===== config.mk =====
export PLATFORM = sky130hd
export DESIGN_NAME = nvi_ctrl
export DESIGN_NICKNAME = d
export VERILOG_FILES = /design/src/rtl/nvi_pkg.sv /design/src/rtl/nvi_ctrl.sv
export SDC_FILE = /design/constraint.sdc
export NUM_CORES = 1
export LEC_CHECK = 0
export ABC_CLOCK_PERIOD_IN_PS = 2800
export BUFFER_PORTS_ARGS = -buffer_cell sky130_fd_sc_hd__buf_2
export CAP_MARGIN = 40
export CORE_MARGIN = 2
export CORE_UTILIZATION = 45
export DETAILED_ROUTE_END_ITERATION = 12
export GPL_TIMING_DRIVEN = 0
export PLACE_DENSITY = 0.75
export SLEW_MARGIN = 25
export SYNTH_ARGS = -nofsm -noshare
export SYNTH_HDL_FRONTEND = slang
export SYNTH_SLANG_ARGS = --single-unit

===== constraint.sdc =====
create_clock -name clk -period 2.8 [get_ports clk]
set_clock_uncertainty 0.15 [all_clocks]
set_input_delay 0.56 -clock clk [delete_from_list [all_inputs] [get_ports clk]]
set_output_delay 0.56 -clock clk [all_outputs]
set_load 0.01 [all_outputs]

===== src/rtl/nvi_pkg.sv =====
// Package for the Neville interpolation block: sizes, status codes, FSM states
// and the command/status structs between controller and datapath.
// No dependencies.
package nvi_pkg;

  localparam int MAX_NODES = 16;
  localparam int IDX_W     = $clog2(MAX_NODES);
  localparam int CNT_W     = $clog2(MAX_NODES + 1);
  localparam int DATA_W    = 32;
  localparam int DIFF_W    = DATA_W + 1;            // q - x, x - x
  localparam int PROD_W    = DIFF_W + DATA_W;       // exact numerator magnitude
  localparam int DIVC_W    = $clog2(PROD_W + 1);

  typedef enum logic [2:0] {
    ST_OK     = 3'd0,
    ST_NONODE = 3'd1,
    ST_DUP    = 3'd2,
    ST_SAT    = 3'd3,
    ST_DROP   = 3'd4
  } status_t;

  typedef enum logic [3:0] {
    S_IDLE,
    S_DUP_RD,
    S_DUP_CMP,
    S_CP_RD,
    S_CP_WR,
    S_UPD_RD,
    S_UPD_MUL,
    S_UPD_SUM,
    S_UPD_DIV,
    S_UPD_WB,
    S_OUT
  } state_t;

  typedef struct packed {
    logic load;
    logic capture;
    logic dup_phase;
    logic dup_next;
    logic cp_wr;
    logic mul_en;
    logic div_start;
    logic wb;
  } ctrl_cmd_t;

  typedef struct packed {
    logic cnt_zero;
    logic cnt_one;
    logic dup_eq;
    logic dup_last;
    logic cp_last;
    logic upd_last;
    logic div_done;
    logic sat;
    logic excess;
  } dp_stat_t;

endpackage


===== src/rtl/nvi_ctrl.sv =====
// Controller FSM sequencing duplicate check, copy and Neville updates.
// Depends on nvi_pkg.
module nvi_ctrl (
  input  logic                clk,
  input  logic                rst_n,
  input  logic                start,
  input  logic                in_mode,
  input  nvi_pkg::dp_stat_t   stat,
  output nvi_pkg::ctrl_cmd_t  cmd,
  output logic                busy,
  output logic                out_strobe,
  output logic [2:0]          out_status,
  output logic                res_ok
);
  import nvi_pkg::*;

  state_t  state_r, state_nxt;
  status_t code_r, code_nxt;
  status_t fin_code;

  assign fin_code = stat.sat ? ST_SAT : (stat.excess ? ST_DROP : ST_OK);

  always_comb begin
    state_nxt = state_r;
    code_nxt  = code_r;
    case (state_r)
      S_IDLE: begin
        if (start && in_mode) begin
          if (stat.cnt_zero) begin
            state_nxt = S_OUT;
            code_nxt  = ST_NONODE;
          end else if (stat.cnt_one) state_nxt = S_CP_RD;
          else state_nxt = S_DUP_RD;
        end
      end
      S_DUP_RD:  state_nxt = S_DUP_CMP;
      S_DUP_CMP: begin
        if (stat.dup_eq) begin
          state_nxt = S_OUT;
          code_nxt  = ST_DUP;
        end else if (stat.dup_last) state_nxt = S_CP_RD;
        else state_nxt = S_DUP_RD;
      end
      S_CP_RD: state_nxt = S_CP_WR;
      S_CP_WR: begin
        if (!stat.cp_last) state_nxt = S_CP_RD;
        else if (stat.cnt_one) begin
          state_nxt = S_OUT;
          code_nxt  = fin_code;
        end else state_nxt = S_UPD_RD;
      end
      S_UPD_RD:  state_nxt = S_UPD_MUL;
      S_UPD_MUL: state_nxt = S_UPD_SUM;
      S_UPD_SUM: state_nxt = S_UPD_DIV;
      S_UPD_DIV: if (stat.div_done) state_nxt = S_UPD_WB;
      S_UPD_WB: begin
        if (stat.upd_last) begin
          state_nxt = S_OUT;
          code_nxt  = fin_code;
        end else state_nxt = S_UPD_RD;
      end
      S_OUT:   state_nxt = S_IDLE;
      default: state_nxt = S_IDLE;
    endcase
  end

  always_comb begin
    cmd        = '0;
    busy       = 1'b1;
    out_strobe = 1'b0;
    case (state_r)
      S_IDLE: begin
        busy        = 1'b0;
        cmd.load    = start & ~in_mode;
        cmd.capture = start & in_mode;
      end
      S_DUP_RD:  cmd.dup_phase = 1'b1;
      S_DUP_CMP: begin
        cmd.dup_phase = 1'b1;
        cmd.dup_next  = ~stat.dup_eq & ~stat.dup_last;
      end
      S_CP_WR:   cmd.cp_wr     = 1'b1;
      S_UPD_MUL: cmd.mul_en    = 1'b1;
      S_UPD_SUM: cmd.div_start = 1'b1;
      S_UPD_WB:  cmd.wb        = 1'b1;
      S_OUT:     out_strobe    = 1'b1;
      default:   busy          = 1'b1;
    endcase
  end

  always_ff @(posedge clk) begin
    if (!rst_n) state_r <= S_IDLE;
    else        state_r <= state_nxt;
    code_r <= code_nxt;
  end

  assign out_status = code_r;
  assign res_ok     = (code_r == ST_OK) || (code_r == ST_SAT) || (code_r == ST_DROP);

endmodule


Yosys cells after proc, flatten, opt, wreduce, memory -nomap -nowiden
Index checks and enable logic that the tools add are counted.

Bits in registers: 7. Bits of input ports: 13. Output and inout port bits: 14.

Equal/unequal tests: 19. Mux-type cells: 28. Bitwise logic cells: 6. Reductions and logical operators: 9.

Operators with widths (number): $pmux W4 S10 (1); $mux W4 (7); $mux W3 (8); $eq A4 B3 Y1 const B (4); $ne A2 B2 Y1 const B (7); $eq A4 B4 Y1 const B (3); $pmux W3 S4 (1); $eq A4 B2 Y1 const B (2); $mux W1 (8); $reduce_and A7 Y1 (1); $mux W2 (3); $eq A4 B1 Y1 const B (1); $logic_not A4 Y1 (1); $reduce_bool A4 Y1 (1); $and A1 B1 Y1 (3); $eq A3 B2 Y1 const B (1); $eq A3 B3 Y1 const B (1); $logic_not A3 Y1 (1); $not A1 Y1 (3); $logic_or A1 B1 Y1 (2); $reduce_and A2 Y1 (1); $reduce_or A2 Y1 (1); $logic_and A1 B1 Y1 (1).

Depth between registers and ports, before layout
Depth after elaboration: 5. Mapped depth: 6.

Worst setup path after synthesis
Ideal clock, no wire load.

Path kind: flip-flop to output port. From: reg state_r[2]. To: out cmd[7] (netlist name). Arrival time: 1.146 ns. Required time: 2.090 ns. Setup slack: 0.944 ns. Stages on the path, launching flop included: 5. Path buffers: 1. Cells stage by stage: dfxtp_1 -> clkbuf_1 -> nor2_1 -> nand2_1 -> nor3b_1.

RTL lines: start: declaration (RTL line nvi_ctrl.sv:17) `state_t state_r, state_nxt;`; start signal: assignment (RTL line nvi_ctrl.sv:93) `else state_r <= state_nxt;`; end: declaration (RTL line nvi_ctrl.sv:9) `output nvi_pkg::ctrl_cmd_t cmd,`.

==> impl_metrics.py <==
metrics = {
    "status": {
        "run_status": "complete, no violations",
    },
    "cells_and_area": {
        "fin_area_um2": 838,
        "diodes": 0,
        "finalCoreUtilization_pct": 62.9,
        "area_growth_pct": 26.4,
        "layout_commonest_cell": "buf_2",
        "finalNetCount": 135,
        "drive_above_1_share_pct": 30.6,
        "layoutNonFillerInstCount": 136,
        "final_cell_mix": "buf_2, nor2_1, nand2_1, o21ai_0",
    },
    "critical_path": {
        "r2r-start": "state_r[0]",
        "start_kind": "register",
        "r2r_slack_ns": 0.85,
        "required_ns": 2.09,
        "cp_data_arrival_time_ns": 1.53,
        "r2r_cells": 6,
        "critPathMaxFanout": 10,
        "endpoint_kind": "output port",
        "setup.worst_path.class": "reg -> out",
        "reg2reg_to": "out_status[1]",
    },
    "sta": {
        "fin_ws_ns": 0.560,
        "hold_viol": 0,
        "slew_headroom_pct": 71.9,
        "fmax_mhz": 446,
        "slew_violations": 0,
        "whs_ns": 0.416,
        "worst-slew-pin-transition_ns": 0.421,
        "finalSetupViolCount": 0,
        "layout_min_cycle_time_ns": 2.24,
        "setup_tns_ns": 0,
        "rsz0062_at_grt": "false",
        "period_share_pct": 80.0,
    },
    "yosys": {
        "synth_cells": 91,
        "async_flop_share_pct": 0,
        "synthFlopType": "dfxtp_1",
        "syn_area_um2": 663,
        "ys.warnings.count": 0,
        "ys_types": 38,
        "ys_seq_area_share_pct": 25.7,
        "synth_seq_cells": 7,
        "synth.avg_cell_area_um2": 7.29,
        "synth_edf_count": 3,
        "synthesis.nets": 104,
    },
    "place": {
        "place_ws_ns": 0.846,
        "gp_congestion": 0.884,
        "place.port_buffers": 26,
        "hpwlAfterDp_um": 1330,
        "post_dp_cell_area_um2": 812,
        "dpl.cell_count": 132,
    },
    "clocking": {
        "cts_num_sinks": 7,
        "ctsLongestPathBuffers": 2,
        "cts_root_buffer": "clkbuf_4",
        "post_cts_resized": 0,
        "ctsHoldBuffers": 0,
        "cts_tree": "done",
        "htreeDepth": 1,
        "clk_pin_slew_ns": 0.06,
        "postCtsSetupRepairBufs": 0,
        "cts_made_buffers": 3,
        "clk_latency_ns": 0.26,
    },
    "hold_path": {
        "hp-class": "in -> reg",
        "hold_end": "state_r[2]",
        "hold_path.startpoint": "rst_n",
        "whs_path_depth": 2,
    },
    "route": {
        "drtPass1Iterations": 6,
        "via_count": 785,
        "routed_via_density": 5.77,
        "wl_per_cell_um": 12.8,
        "drc_errors": 0,
        "wirelength_um": 1740,
        "antenna_left": 0,
        "drt_iter0_drc": 38,
    },
    "power": {
        "power_mw": 0.846,
        "p_per_area_nw_per_um2": 1010,
        "leakage_nw": 0.384,
        "ir_worst_vdd_v": 0.000545,
    },
    "floorplan": {
        "die_area_um2": 1800,
        "rows": 13,
        "ios": 27,
        "dieWidth_um": 42.4,
        "coreArea_um2": 1330,
        "fp.dieH_um": 42.4,
        "start_util_pct": 49.7,
    },
    "run": {
        "drv_cap": 0,
    },
    "grt": {
        "overflow": 0,
        "grt_pass1_vias": 674,
        "antenna_found_initial": 0,
        "grt_pass1_wl_um": 2880,
        "grt_max_degree": 11,
        "track_usage_pct": 20.9,
    },
}
-- final cells by class --
type,instances,area [um2]
Buffer,7,46.3
Clock buffer,4,26.3
Fill cell,135,495
Inverter,4,15.0
Multi-Input combinational cell,73,432
Sequential cell,7,170
Tap cell,15,18.8
Timing Repair Buffer,26,130
-- logic make-up (layout without fill, tap and decap cells) --
logic type | after synthesis | after routing | share of synthesized area, %
AO/OA/AOI/OAI | 26 | 26 | 26.6
AND/OR/NAND/NOR | 45 | 45 | 35.7
buffers and inverters | 11 | 41 | 9.24
flip-flops | 7 | 7 | 25.7
XOR/XNOR | 1 | 1 | 1.32
multiplexers | 1 | 1 | 1.51
-- critical path: stages, from the launching register on --
cell	delay, ns
dfxtp_1	0.32
clkbuf_1	0.21
nor2_1	0.27
nand2_1	0.12
nor3b_1	0.19
buf_2	0.16
-- power by group --
part	switching, mW	total, mW	internal (mW)
sequential	0.0241	0.180	0.156
combinational	0.324	0.568	0.244
clock	0.0439	0.0987	0.0548
-- registers in the layout (all words and copies together) (netlist names) --
name / flops
state_r: 4
out_status: 3
-- layer usage --
layer  routed length [um]  up-vias  track usage [%]
li1                     -      385                -
met1                  753      358             27.3
met2                  819       40             32.6
met3                  160        2             6.90
met4                   10        0             5.63
met5                    0        -                0
-- Yosys cell counts (2+ instances only) --
cell type	count	area [um2]
a21boi_0	2	15.0
a21oi_1	4	20.0
and3_1	3	18.8
buf_6	2	22.5
clkbuf_1	3	11.3
dfxtp_1	4	80.1
edfxtp_1	3	90.1
inv_1	4	15.0
nand2_1	11	41.3
nand2b_1	2	12.5
nand3_1	2	10.0
nor2_1	13	48.8
nor2b_1	3	18.8
nor3_1	2	10.0
nor3b_1	3	22.5
o21ai_0	8	40.0
-- worst max path at each step --
stage | depth (start not counted) | end | from | slack, ns
floorplan | 4 | cmd[7] | state_r[2] | 0.94
global placement | 5 | out_status[1] | stat[6] | 0.86
detailed placement | 5 | out_status[2] | stat[6] | 0.85
CTS | 5 | cmd[5] | state_r[0] | 0.58
global route | 5 | cmd[5] | state_r[0] | 0.40
finish | 5 | cmd[7] | state_r[2] | 0.56
Power figures use the tool's default switching activity.
